## src/rtl/x86sat_pkg.sv

```systemverilog
package x86sat_pkg;

  // Field widths of one request and one response word.
  localparam int SEG_W    = 3;
  localparam int ADDR_W   = 64;
  localparam int BPR_W    = 4;
  localparam int REPS_W   = 16;
  localparam int KIND_W   = 2;
  localparam int LIMIT_W  = 32;
  localparam int TYPE_W   = 4;
  localparam int STATUS_W = 2;
  localparam int ASZ_W    = 2;

  // Configuration port.
  localparam int CFG_IDX_W  = 1;
  localparam int CFG_DATA_W = 2;

  typedef enum logic [CFG_IDX_W-1:0] {
    CFG_PROTECTED_MODE = 1'b0,
    CFG_ADDRESS_SIZE   = 1'b1
  } cfg_index_t;

  // Address size codes.
  localparam logic [ASZ_W-1:0] ASZ_64 = 2'd2;

  // Repetition clipping; the clipped count and the string span widths follow from it.
  localparam int MAX_REPS = 4096;
  localparam int CLIP_W   = $clog2(MAX_REPS + 1);
  localparam int SPAN_W   = CLIP_W + BPR_W;

  // Segment codes.
  localparam logic [SEG_W-1:0] SEG_FS   = 3'd4;
  localparam logic [SEG_W-1:0] SEG_GS   = 3'd5;
  localparam logic [SEG_W-1:0] SEG_NONE = 3'd6;

  // Access kinds.
  localparam logic [KIND_W-1:0] ACC_READ  = 2'd2;
  localparam logic [KIND_W-1:0] ACC_WRITE = 2'd3;

  // Descriptor type nibble masks and patterns.
  localparam logic [TYPE_W-1:0] TYPE_RW_MASK    = 4'hA;
  localparam logic [TYPE_W-1:0] TYPE_EXEC_ONLY  = 4'h8;
  localparam logic [TYPE_W-1:0] TYPE_WRITABLE   = 4'h2;
  localparam logic [TYPE_W-1:0] TYPE_DIR_MASK   = 4'hC;
  localparam logic [TYPE_W-1:0] TYPE_EXPAND_DN  = 4'h4;

  typedef enum logic [STATUS_W-1:0] {
    ST_OKAY   = 2'd0,
    ST_STRING = 2'd1,
    ST_GP     = 2'd2
  } status_t;

  // Per-word control flags that travel down the pipeline.
  typedef struct packed {
    logic none;         // no segment: offset passes through
    logic fsgs;         // FS or GS, base applies in 64-bit mode
    logic prot;         // protected mode
    logic long64;       // protected 64-bit mode
    logic is64;         // address size is 64-bit
    logic rights_fault; // read or write not allowed by the type
    logic expand;       // expand-down data segment
    logic big;          // default size bit
    logic single;       // clipped count is exactly one
  } ctl_t;

endpackage

```

## src/rtl/x86sat_if.sv

```systemverilog
// Request channel: one memory access to translate.
interface x86sat_req_if import x86sat_pkg::*; ();
  logic                valid;
  logic                ready;
  logic [SEG_W-1:0]    segment;
  logic [ADDR_W-1:0]   offset;
  logic [BPR_W-1:0]    rep_size;
  logic [REPS_W-1:0]   reps;
  logic [KIND_W-1:0]   access_kind;
  logic                direction_down;
  logic [ADDR_W-1:0]   seg_base;
  logic [LIMIT_W-1:0]  seg_limit;
  logic [TYPE_W-1:0]   seg_type;
  logic                seg_big;

  modport source (
    output valid, segment, offset, rep_size, reps, access_kind, direction_down,
           seg_base, seg_limit, seg_type, seg_big,
    input  ready
  );
  modport sink (
    input  valid, segment, offset, rep_size, reps, access_kind, direction_down,
           seg_base, seg_limit, seg_type, seg_big,
    output ready
  );
endinterface

// Response channel: status and linear address of one access.
interface x86sat_rsp_if import x86sat_pkg::*; ();
  logic                valid;
  logic                ready;
  logic [STATUS_W-1:0] status;
  logic [ADDR_W-1:0]   linear_address;
  logic [REPS_W-1:0]   reps_used;

  modport source (
    output valid, status, linear_address, reps_used,
    input  ready
  );
  modport sink (
    input  valid, status, linear_address, reps_used,
    output ready
  );
endinterface

```

## src/rtl/x86_segment_address_translate.sv

```systemverilog
// Segmented address translation with a four-stage pipeline. One request word
// is taken every cycle unless a full pipeline stalls, and its response is held
// in the output register until it is taken; a stall at the response side backs
// up stage by stage, so the request side keeps moving while any stage is
// empty. Stage one clips the repeat count and forms the string span with a
// small multiplier, stage two moves a backward string to its lowest byte,
// stage three adds the segment base and finds the last byte, and stage four
// runs the rights, limit and canonical checks and adds the string span back.
// The two configuration registers are read at stage one and must only be
// written while the pipeline is empty.
module x86_segment_address_translate import x86sat_pkg::*; (
  input  logic                  clk,
  input  logic                  rst,
  input  logic                  cfg_we,
  input  logic [CFG_IDX_W-1:0]  cfg_index,
  input  logic [CFG_DATA_W-1:0] cfg_data,
  x86sat_req_if.sink            req,
  x86sat_rsp_if.source          rsp
);

  // Configuration registers.
  logic             protected_mode;
  logic [ASZ_W-1:0] address_size_mode;

  always_ff @(posedge clk) begin
    if (rst) begin
      protected_mode    <= 1'b0;
      address_size_mode <= '0;
    end else if (cfg_we) begin
      case (cfg_index)
        CFG_PROTECTED_MODE: protected_mode    <= cfg_data[0];
        CFG_ADDRESS_SIZE:   address_size_mode <= cfg_data[ASZ_W-1:0];
        default: ;
      endcase
    end
  end

  // Pipeline valid bits and per-stage load enables.
  logic v1, v2, v3, v4;
  logic rdy1, rdy2, rdy3, rdy4;

  assign rdy4      = !v4 || rsp.ready;
  assign rdy3      = !v3 || rdy4;
  assign rdy2      = !v2 || rdy3;
  assign rdy1      = !v1 || rdy2;
  assign req.ready = rdy1;

  always_ff @(posedge clk) begin
    if (rst) begin
      v1 <= 1'b0;
      v2 <= 1'b0;
      v3 <= 1'b0;
      v4 <= 1'b0;
    end else begin
      if (rdy1) v1 <= req.valid;
      if (rdy2) v2 <= v1;
      if (rdy3) v3 <= v2;
      if (rdy4) v4 <= v3;
    end
  end

  // Stage one: clip the count, form the span and the control flags.
  logic [CLIP_W-1:0] reps_clip;
  logic              none_in;
  logic              back_en;
  logic [SPAN_W-1:0] back_in;
  logic [SPAN_W-1:0] nbytes_in;
  ctl_t              ctl_in;

  always_comb begin
    none_in   = (req.segment >= SEG_NONE);
    reps_clip = (req.reps > REPS_W'(MAX_REPS)) ? CLIP_W'(MAX_REPS)
                                               : req.reps[CLIP_W-1:0];
    back_en   = !none_in && req.direction_down && (reps_clip > CLIP_W'(1));
    back_in   = back_en ? SPAN_W'(reps_clip - CLIP_W'(1)) * SPAN_W'(req.rep_size)
                        : '0;
    nbytes_in = SPAN_W'(reps_clip) * SPAN_W'(req.rep_size);

    ctl_in.none   = none_in;
    ctl_in.fsgs   = (req.segment == SEG_FS) || (req.segment == SEG_GS);
    ctl_in.prot   = protected_mode;
    ctl_in.long64 = protected_mode && (address_size_mode == ASZ_64);
    ctl_in.is64   = (address_size_mode == ASZ_64);
    ctl_in.rights_fault =
      ((req.access_kind == ACC_READ) &&
       ((req.seg_type & TYPE_RW_MASK) == TYPE_EXEC_ONLY)) ||
      ((req.access_kind == ACC_WRITE) &&
       ((req.seg_type & TYPE_RW_MASK) != TYPE_WRITABLE));
    ctl_in.expand = ((req.seg_type & TYPE_DIR_MASK) == TYPE_EXPAND_DN);
    ctl_in.big    = req.seg_big;
    ctl_in.single = (reps_clip == CLIP_W'(1));
  end

  ctl_t               ctl1, ctl2, ctl3;
  logic [ADDR_W-1:0]  off1, base1, base2;
  logic [LIMIT_W-1:0] limit1, limit2, limit3;
  logic [SPAN_W-1:0]  back1, back2, back3;
  logic [SPAN_W-1:0]  nbytes1, nbytes2;
  logic [REPS_W-1:0]  reps1, reps2, reps3;

  always_ff @(posedge clk) begin
    if (rdy1) begin
      ctl1    <= ctl_in;
      off1    <= req.offset;
      base1   <= req.seg_base;
      limit1  <= req.seg_limit;
      back1   <= back_in;
      nbytes1 <= nbytes_in;
      reps1   <= none_in ? req.reps : REPS_W'(reps_clip);
    end
  end

  // Stage two: a backward string starts at its lowest byte.
  logic [ADDR_W-1:0] start2, start3;

  always_ff @(posedge clk) begin
    if (rdy2) begin
      ctl2    <= ctl1;
      start2  <= off1 - ADDR_W'(back1);
      base2   <= base1;
      limit2  <= limit1;
      back2   <= back1;
      nbytes2 <= nbytes1;
      reps2   <= reps1;
    end
  end

  // Stage three: add the base and find the last byte of the span.
  logic [ADDR_W-1:0]  sum3;
  logic [LIMIT_W-1:0] last3;

  always_ff @(posedge clk) begin
    if (rdy3) begin
      ctl3   <= ctl2;
      start3 <= start2;
      sum3   <= start2 + base2;
      last3  <= start2[LIMIT_W-1:0] + LIMIT_W'(nbytes2) - LIMIT_W'(1);
      limit3 <= limit2;
      back3  <= back2;
      reps3  <= reps2;
    end
  end

  // Stage four: checks and the final address.
  logic               hi_zero;
  logic [LIMIT_W-1:0] last_m;
  logic               wrap;
  logic               lim_fault;
  logic               prot_fault;
  logic [ADDR_W-1:0]  addr_l;
  logic               canon;
  logic               fault;
  logic [ADDR_W-1:0]  lin_base;
  logic [ADDR_W-1:0]  lin_sum;
  logic [ADDR_W-1:0]  lin_next;
  status_t            status_next;

  always_comb begin
    hi_zero = (start3[ADDR_W-1:LIMIT_W] == '0);
    last_m  = (ctl3.expand && !ctl3.big) ? {16'h0000, last3[15:0]} : last3;
    wrap    = !hi_zero || (last_m < start3[LIMIT_W-1:0]);
    if (ctl3.expand) begin
      lim_fault = (hi_zero && (start3[LIMIT_W-1:0] <= limit3)) || wrap;
    end else begin
      lim_fault = (last_m > limit3) || wrap;
    end
    prot_fault = ctl3.rights_fault || lim_fault;

    // In 64-bit mode only FS and GS carry a base.
    addr_l = ctl3.fsgs ? sum3 : start3;
    canon  = (addr_l[ADDR_W-1:47] == '0) || (addr_l[ADDR_W-1:47] == '1);

    fault = !ctl3.none && ctl3.prot && (ctl3.long64 ? !canon : prot_fault);

    lin_base = ctl3.long64 ? addr_l : {32'h0, sum3[LIMIT_W-1:0]};
    lin_sum  = lin_base + ADDR_W'(back3);

    if (ctl3.none) begin
      lin_next    = start3;
      status_next = ST_OKAY;
    end else if (fault) begin
      lin_next    = '0;
      status_next = ctl3.single ? ST_GP : ST_STRING;
    end else begin
      lin_next    = ctl3.is64 ? lin_sum : {32'h0, lin_sum[LIMIT_W-1:0]};
      status_next = ST_OKAY;
    end
  end

  logic [STATUS_W-1:0] status4;
  logic [ADDR_W-1:0]   lin4;
  logic [REPS_W-1:0]   reps4;

  always_ff @(posedge clk) begin
    if (rdy4) begin
      status4 <= status_next;
      lin4    <= lin_next;
      reps4   <= reps3;
    end
  end

  assign rsp.valid          = v4;
  assign rsp.status         = status4;
  assign rsp.linear_address = lin4;
  assign rsp.reps_used      = reps4;

`ifndef NO_ASSERTIONS
  // A faulting access reports no address.
  a_fault_zero: assert property (@(posedge clk) disable iff (rst)
    rsp.valid && (rsp.status != ST_OKAY) |-> (rsp.linear_address == '0))
    else $error("fault response carries an address");

  // A protection fault is only given to a single repetition.
  a_gp_single: assert property (@(posedge clk) disable iff (rst)
    rsp.valid && (rsp.status == ST_GP) |-> (rsp.reps_used == REPS_W'(1)))
    else $error("protection fault on a string access");

  // An accepted word occupies the first stage on the next cycle.
  a_accept_fill: assert property (@(posedge clk) disable iff (rst)
    req.valid && req.ready |=> v1)
    else $error("accepted word lost at stage one");

  // A held response keeps the pipeline behind it from overwriting it.
  a_hold: assert property (@(posedge clk) disable iff (rst)
    v4 && !rsp.ready |=> v4 && $stable(lin4) && $stable(status4))
    else $error("stalled response changed");
`endif

endmodule
```

## src/flat_wrapper.sv

```systemverilog
// flat-port wrapper written by rule: the top's interface ports become plain ports
module x86_segment_address_translate_flat import x86sat_pkg::*;
  (clk, rst, cfg_we, cfg_index, cfg_data, req_valid, req_segment, req_offset, req_rep_size, req_reps, req_access_kind, req_direction_down, req_seg_base, req_seg_limit, req_seg_type, req_seg_big, req_ready, rsp_valid, rsp_status, rsp_linear_address, rsp_reps_used, rsp_ready);
  x86sat_req_if req_i ();
  x86sat_rsp_if rsp_i ();
  input  logic clk;
  input  logic rst;
  input  logic cfg_we;
  input  logic [CFG_IDX_W-1:0] cfg_index;
  input  logic [CFG_DATA_W-1:0] cfg_data;
  input wire logic [$bits(req_i.valid)-1:0] req_valid;
  input wire logic [$bits(req_i.segment)-1:0] req_segment;
  input wire logic [$bits(req_i.offset)-1:0] req_offset;
  input wire logic [$bits(req_i.rep_size)-1:0] req_rep_size;
  input wire logic [$bits(req_i.reps)-1:0] req_reps;
  input wire logic [$bits(req_i.access_kind)-1:0] req_access_kind;
  input wire logic [$bits(req_i.direction_down)-1:0] req_direction_down;
  input wire logic [$bits(req_i.seg_base)-1:0] req_seg_base;
  input wire logic [$bits(req_i.seg_limit)-1:0] req_seg_limit;
  input wire logic [$bits(req_i.seg_type)-1:0] req_seg_type;
  input wire logic [$bits(req_i.seg_big)-1:0] req_seg_big;
  output wire logic [$bits(req_i.ready)-1:0] req_ready;
  output wire logic [$bits(rsp_i.valid)-1:0] rsp_valid;
  output wire logic [$bits(rsp_i.status)-1:0] rsp_status;
  output wire logic [$bits(rsp_i.linear_address)-1:0] rsp_linear_address;
  output wire logic [$bits(rsp_i.reps_used)-1:0] rsp_reps_used;
  input wire logic [$bits(rsp_i.ready)-1:0] rsp_ready;
  assign req_i.valid = req_valid;
  assign req_i.segment = req_segment;
  assign req_i.offset = req_offset;
  assign req_i.rep_size = req_rep_size;
  assign req_i.reps = req_reps;
  assign req_i.access_kind = req_access_kind;
  assign req_i.direction_down = req_direction_down;
  assign req_i.seg_base = req_seg_base;
  assign req_i.seg_limit = req_seg_limit;
  assign req_i.seg_type = req_seg_type;
  assign req_i.seg_big = req_seg_big;
  assign req_ready = req_i.ready;
  assign rsp_valid = rsp_i.valid;
  assign rsp_status = rsp_i.status;
  assign rsp_linear_address = rsp_i.linear_address;
  assign rsp_reps_used = rsp_i.reps_used;
  assign rsp_i.ready = rsp_ready;
  x86_segment_address_translate u_core (.clk(clk), .rst(rst), .cfg_we(cfg_we), .cfg_index(cfg_index), .cfg_data(cfg_data), .req(req_i), .rsp(rsp_i));
endmodule
```

## config.mk

```make
export PLATFORM = sky130hd
export DESIGN_NAME = x86_segment_address_translate_flat
export DESIGN_NICKNAME = d
export VERILOG_FILES = /design/src/rtl/x86sat_pkg.sv /design/src/rtl/x86sat_if.sv /design/src/rtl/x86_segment_address_translate.sv /design/src/flat_wrapper.sv
export SDC_FILE = /design/constraint.sdc
export NUM_CORES = 1
export LEC_CHECK = 0
export BUFFER_PORTS_ARGS = -buffer_cell sky130_fd_sc_hd__buf_4
export CORE_ASPECT_RATIO = 1.5
export CORE_MARGIN = 3
export CORE_UTILIZATION = 60
export CTS_CLUSTER_DIAMETER = 120
export CTS_CLUSTER_SIZE = 16
export DETAILED_ROUTE_END_ITERATION = 7
export PLACE_DENSITY = 0.85
export SLEW_MARGIN = 20
export SYNTH_ARGS = -nofsm -noshare
export SYNTH_HDL_FRONTEND = slang
export SYNTH_SLANG_ARGS = --single-unit
export TNS_END_PERCENT = 5
```

## constraint.sdc

```tcl
create_clock -name clk -period 10.8 [get_ports clk]
set_input_delay 1.62 -clock clk [delete_from_list [all_inputs] [get_ports clk]]
set_output_delay 1.62 -clock clk [all_outputs]
set_load 0.02 [all_outputs]
```

* Word level (Yosys, flattened, before mapping)
Index checks and enable logic that the tools add are counted.
** Word-level totals
- Register bits :: 761
- Bits of input ports :: 199
- Output and inout port bits :: 84
** Cells by class
- $add $sub $neg :: 6
- Multipliers :: 2
- Magnitude comparators :: 6
- Equality and inequality tests :: 10
- Multiplexer cells :: 11
- Bitwise gates (word level) :: 2
- Reductions and logical operators :: 34
** Operator list (count)
- $mux W64 :: 5
- $add A64 B17 Y64 :: 1
- $add A64 B64 Y64 :: 1
- $sub A64 B17 Y64 :: 1
- $add A32 B17 Y32 :: 1
- $gt A32 B32 Y1 :: 1
- $le A32 B32 Y1 :: 1
- $logic_not A32 Y1 :: 1
- $lt A32 B32 Y1 :: 1
- $mux W32 :: 1
- $sub A32 B1 Y32 const B :: 1
- $mux W13 :: 2
- $eq A17 B17 Y1 const B :: 1
- $logic_not A17 Y1 :: 1
- $mul A13 B4 Y17 :: 1
- $mul A17 B4 Y17 :: 1
- $gt A16 B13 Y1 const B :: 1
- $sub A13 B1 Y14 const B :: 1
- $eq A13 B1 Y1 const B :: 1
- $gt A13 B1 Y1 const B :: 1
- $logic_or A1 B1 Y1 :: 11
- $logic_and A1 B1 Y1 :: 9
- $logic_not A1 Y1 :: 9
- $eq A2 B2 Y1 const B :: 4
- 9 further kinds :: 13

* Logic depth before layout (Yosys ltp)
- Word-level depth :: 12
- Mapped depth :: 27
- Mapped depth without buffers :: 24

* Worst setup path after synthesis
OpenSTA, ideal clock, no wires.
- Path kind :: input to output
- From :: in rsp_ready
- To :: out req_ready
- Data arrival time :: 6.613 ns
- Required time :: 9.180 ns
- Slack :: 2.567 ns
- Cell stages on the path :: 3
- Path buffers :: 0
- Path through :: nor2b_1 -> and3_1 -> nand2_1
** Between the ends
- Word-level cells in the longest chain between the ends :: 4
** RTL lines
- start, declared :: RTL line flat_wrapper.sv:27 : input wire logic [$bits(rsp_i.ready)-1:0] rsp_ready;
- $logic_or A1 B1 Y1 :: RTL line x86_segment_address_translate.sv:42 : assign rdy4 = !v4 || rsp.ready;
- $logic_or A1 B1 Y1 :: RTL line x86_segment_address_translate.sv:43 : assign rdy3 = !v3 || rdy4;
- $logic_or A1 B1 Y1 :: RTL line x86_segment_address_translate.sv:44 : assign rdy2 = !v2 || rdy3;
- $logic_or A1 B1 Y1 :: RTL line x86_segment_address_translate.sv:45 : assign rdy1 = !v1 || rdy2;
- end, declared :: RTL line flat_wrapper.sv:22 : output wire logic [$bits(req_i.ready)-1:0] req_ready;
Every way passes these cells.

* Final worst setup path
- From :: in req_reps[5]
- To :: reg u_core.back1[16] (data pin)
** Between the ends
- Word-level cells in the longest chain between the ends :: 4
- Elaborated cells between the ends (all ways) :: 6
- Classes of those cells :: add/sub (1); mul (1); order compare (2); mux (1); reduce/logical (1)
** RTL lines
- start, declared :: RTL line flat_wrapper.sv:15 : input wire logic [$bits(req_i.reps)-1:0] req_reps;
- $gt A16 B13 Y1 :: RTL line x86_segment_address_translate.sv:72 : reps_clip = (req.reps > REPS_W'(MAX_REPS)) ? CLIP_W'(MAX_REPS)
- $mux W13 * :: RTL line x86_segment_address_translate.sv:72
- $sub A13 B1 Y14 / $gt A13 B1 Y1 (equally long branches) :: RTL line x86_segment_address_translate.sv:75, x86_segment_address_translate.sv:74
- $mul A17 B4 Y17 / $logic_and A1 B1 Y1 (equally long branches) :: RTL line x86_segment_address_translate.sv:75, x86_segment_address_translate.sv:74
- end signal, assigned :: RTL line x86_segment_address_translate.sv:107 : back1 <= back_in;
- end, declared :: RTL line x86_segment_address_translate.sv:97 : logic [SPAN_W-1:0] back1, back2, back3;
Mark *: on every way between the ends. The rest lies on a longest branch, timed or not.
A chain may end at the register's enable or synchronous reset.

==> key figures <==
Setup path
  • CP Class: in -> reg
  • Worst endpoint required time: about 11 ns
  • FF-to-FF End: u_core.rsp.linear_address[40]$_DFFE_PP_
  • CP endpoint kind: register
  • CP Data Arrival Time: 8.13 ns
  • Type of origin of the critical path: primary input
  • Number of cells on the worst reg-to-reg path: 15
  • CP max FO: 38
  • Register-to-register setup slack: 5.20 ns
  • Reg-to-reg critical path startpoint: u_core.ctl3[7]$_DFFE_PP_

Global routing
  • GRT Max-Usage Layer: met2
  • Met1 GRT Util: 0.313
  • Gr ovfl total: 0
  • GRT Overall Usage: 0.271
  • Met2 Track Usage GR: 0.495
  • First-pass GRT wire length: 146 mm
  • Initial antenna violation count: 4
  • Vias in the first global route: ~26000
  • Met3 usage: 0.0306
  • Largest net degree at the start of global routing: 91

Route
  • Via density per instance: between 5 and 6
  • DR vias: around 27000
  • Drt first pass iters: 6
  • Starting DRC count in detailed routing: between 2000 and 2500
  • Final wirelength: approximately 96 mm
  • Drt wl/cell: 21.5 um
  • Drt drc: 0
  • Post-DRT Antenna Nets: 0

Placement
  • Post-DP HPWL: roughly 74 mm
  • Port buffer count: 280
  • GPL Wtd Cong: roughly 0.94
  • Cell count after placement: 4402

Synth
  • Syn_nets: 3849
  • Register area share after synthesis: 0.569
  • Async S/R FF share, synth: 0
  • Synth Warn #: 0
  • Main synth FF type: edfxtp_1
  • Synthesized area: 0.0400 mm^2
  • Unique masters post-synth: 88
  • EDFF count, synth: 754
  • #FFs+latches synth: 761
  • Post-Syn Area per Cell: 12.1 um^2
  • Syn Inst Count: 3318

Layout
  • Fillers: 4792
  • Area Overhead vs Synth: 11.1%
  • Fin cells: 4474
  • Multi-input gate area: 0.0158 mm^2
  • Layout cells sized above 1: 0.116
  • Fin nets: 4111
  • Storage cell area: 0.0228 mm^2

Clock network
  • Root Buffer: clkbuf_16
  • Worst skew pair latency: around 0.63 ns
  • CTS tree: yes
  • Clk buf depth: 3
  • Postcts setup bufs: 0
  • Inserted Clock Buffers: 53
  • Worst-path clk slew: approximately 0.070 ns
  • Cts hold-fix bufs: 0
  • Post-cts sizing count: 0
  • Clock sinks: 761
  • CTS H-tree depth: 2

Timing
  • RSZ-0062 raised after global routing: no
  • Fin crit share: 0.720
  • Period minus WS final: around 7.8 ns
  • Worst slew pin tran: 1.02 ns
  • Slew Viols, Final: 0
  • # setup viols final: 0
  • Setup TNS: 0 ns
  • Final Hold Fails: 0
  • Max Clock Freq: ~0.13 GHz
  • Setup Skew: roughly 0.031 ns
  • Relative slew slack: 0.314

Floorplan
  • Initial core utilization: 0.609
  • Core outline area: 0.0658 mm^2
  • Die ar.: 0.0699 mm^2
  • Die width: between 200 and 250 um
  • Die extent in y: 322 um
  • Number of I/O pins: ~280
  • Site row count: ~120

Min path
  • Hold path depth: 0
  • Worst hold path startpoint: u_core.base1[34]$_DFFE_PP_
  • Min-Delay Path Class: reg -> reg
  • Worst Hold End: u_core.base2[34]$_DFFE_PP_

Flow run
  • Maximum capacitance violations: 0

Pwr
  • Leak pwr: 18.7 nW
  • Max VDD drop: 147 uV
  • Pwr/cell area: 196 mW/mm^2

Outcome
  • Status: complete, no violations
[stage by stage]
step                 util  power [mW]  hold slack [ns]  area [um^2]  setup WS (ns)
global route        0.676        9.21            0.410        44500           2.59
floorplan               -        6.00            0.400        40000           2.57
finish              0.676        8.73            0.396        44500           3.03
detailed placement  0.654        6.91            0.405        43000           2.48
CTS                 0.676        8.75            0.399        44500           3.10
global placement    0.654        6.83            0.400        43000           2.51
[power by group]
group | internal (mW) | switching, mW | total (mW)
Sequential | 3.80 | 0.290 | 4.09
Clock | 0.913 | 0.920 | 1.83
Combinational | 1.18 | 1.62 | 2.81
Total | 5.89 | 2.83 | 8.73
[critical path: stages]
cell,delay [ns]
buf_4,0.14
or4_1,0.58
nor3_1,0.34
nand3_1,0.20
a21oi_2,0.32
buf_4,0.36
nand2_1,0.13
ha_1,0.29
xor2_1,0.33
nand2b_1,0.17
fa_1,0.46
fa_1,0.56
inv_1,0.07
fa_1,0.45
a21o_1,0.18
a21o_1,0.21
a2111oi_0,0.49
nor2_1,0.14
a211o_1,0.31
a21o_1,0.19
a21oi_1,0.20
o21ai_0,0.15
xnor2_1,0.15
nor2_1,0.05
[layer usage]
| metal | vias to the layer above | wire, um |
|---|---|---|
| li1 | 12651 | - |
| met1 | 12822 | 35200 |
| met2 | 945 | 50200 |
| met3 | 263 | 4730 |
| met4 | 0 | 6080 |
| met5 | - | 0 |
[sequential cells by signal (all words and copies together) (netlist names), 17 cells and up]
signal / flops
u_core.base2: 64
u_core.back2: 17
u_core.last3: 32
u_core.sum3: 64
u_core.back3: 17
u_core.rsp.linear_address: 64
u_core.limit2: 32
u_core.start2: 64
u_core.limit1: 32
u_core.base1: 64
u_core.limit3: 32
u_core.off1: 64
u_core.nbytes1: 17
u_core.start3: 64
u_core.nbytes2: 17
u_core.back1: 17
[worst max-delay path by stage]
| stage | startpoint | endpoint | slack (ns) |
|---|---|---|---|
| after floorplan | rsp_ready | req_ready | 2.57 |
| after global placement | req_reps[5] | u_core.back1[16]$_SDFFCE_PN0P_ | 2.51 |
| after detailed placement | req_reps[5] | u_core.back1[16]$_SDFFCE_PN0P_ | 2.48 |
| after CTS | req_reps[5] | u_core.back1[16]$_SDFFCE_PN0P_ | 3.10 |
| after global routing | req_reps[5] | u_core.back1[16]$_SDFFCE_PN0P_ | 2.59 |
| final | req_reps[5] | u_core.back1[16]$_SDFFCE_PN0P_ | 3.03 |
[cells in the mapped netlist (all sizes together) (6+ instances only)]
| cell | count | share of area |
|---|---|---|
| or2 | 14 | 0.0022 |
| or4 | 14 | 0.0029 |
| nand2 | 247 | 0.023 |
| o31ai | 13 | 0.0024 |
| nor4 | 28 | 0.0045 |
| o211ai | 16 | 0.0030 |
| a21oi | 199 | 0.025 |
| o21ai | 153 | 0.019 |
| nand4 | 43 | 0.0067 |
| nor2b | 55 | 0.0086 |
| o22ai | 16 | 0.0025 |
| buf | 15 | 0.0023 |
| nor3b | 8 | 0.0016 |
| fa | 53 | 0.027 |
| a2111oi | 9 | 0.0020 |
| a21o | 70 | 0.013 |
| or3 | 27 | 0.0047 |
| ha | 279 | 0.087 |
| inv | 279 | 0.026 |
| mux2i | 27 | 0.0068 |
| o21a | 22 | 0.0041 |
| xnor2 | 133 | 0.029 |
| a22o | 21 | 0.0046 |
| nor3 | 66 | 0.0083 |
| a221o | 6 | 0.0015 |
| a211oi | 27 | 0.0051 |
| nor2 | 188 | 0.018 |
| clkbuf | 80 | 0.0075 |
| edfxtp | 754 | 0.57 |
| xor2 | 94 | 0.021 |
| and3 | 58 | 0.0091 |
| dfxtp | 7 | 0.0035 |
| mux2 | 17 | 0.0048 |
| o21bai | 16 | 0.0030 |
| a31oi | 31 | 0.0048 |
| and2 | 63 | 0.0098 |
| nand3 | 64 | 0.0080 |
| nand2b | 29 | 0.0047 |
[cell families after synthesis]
logic type	synth area share
AND/OR/NAND/NOR	0.117
flip-flops	0.569
AO/OA/AOI/OAI	0.103
buffers and inverters	0.0360
adder cells (fa/ha/maj)	0.114
XOR/XNOR	0.0497
multiplexers	0.0115
[layout make-up]
cell class                      count  share of cell area
Multi-Input combinational cell   2183               0.356
Tap cell                          877              0.0247
Antenna cell                        4            0.000225
Clock buffer                       66              0.0319
Timing Repair Buffer              302              0.0511
Inverter                          279              0.0237
Clock inverter                      2            0.000394
Sequential cell                   761               0.512
[layout by cell type (no fill, tap or decap), types with 62 or more instances in the layout]
cell type and instances:
edfxtp_1 754, buf_4 301, ha_1 279, inv_1 277, nand2_1 245, a21oi_1 198
nor2_1 187, o21ai_0 152, xnor2_1 133, xor2_1 94, a21o_1 70, nor3_1 66
nand3_1 64, and2_1 62
(Power assumes the default switching activity.)
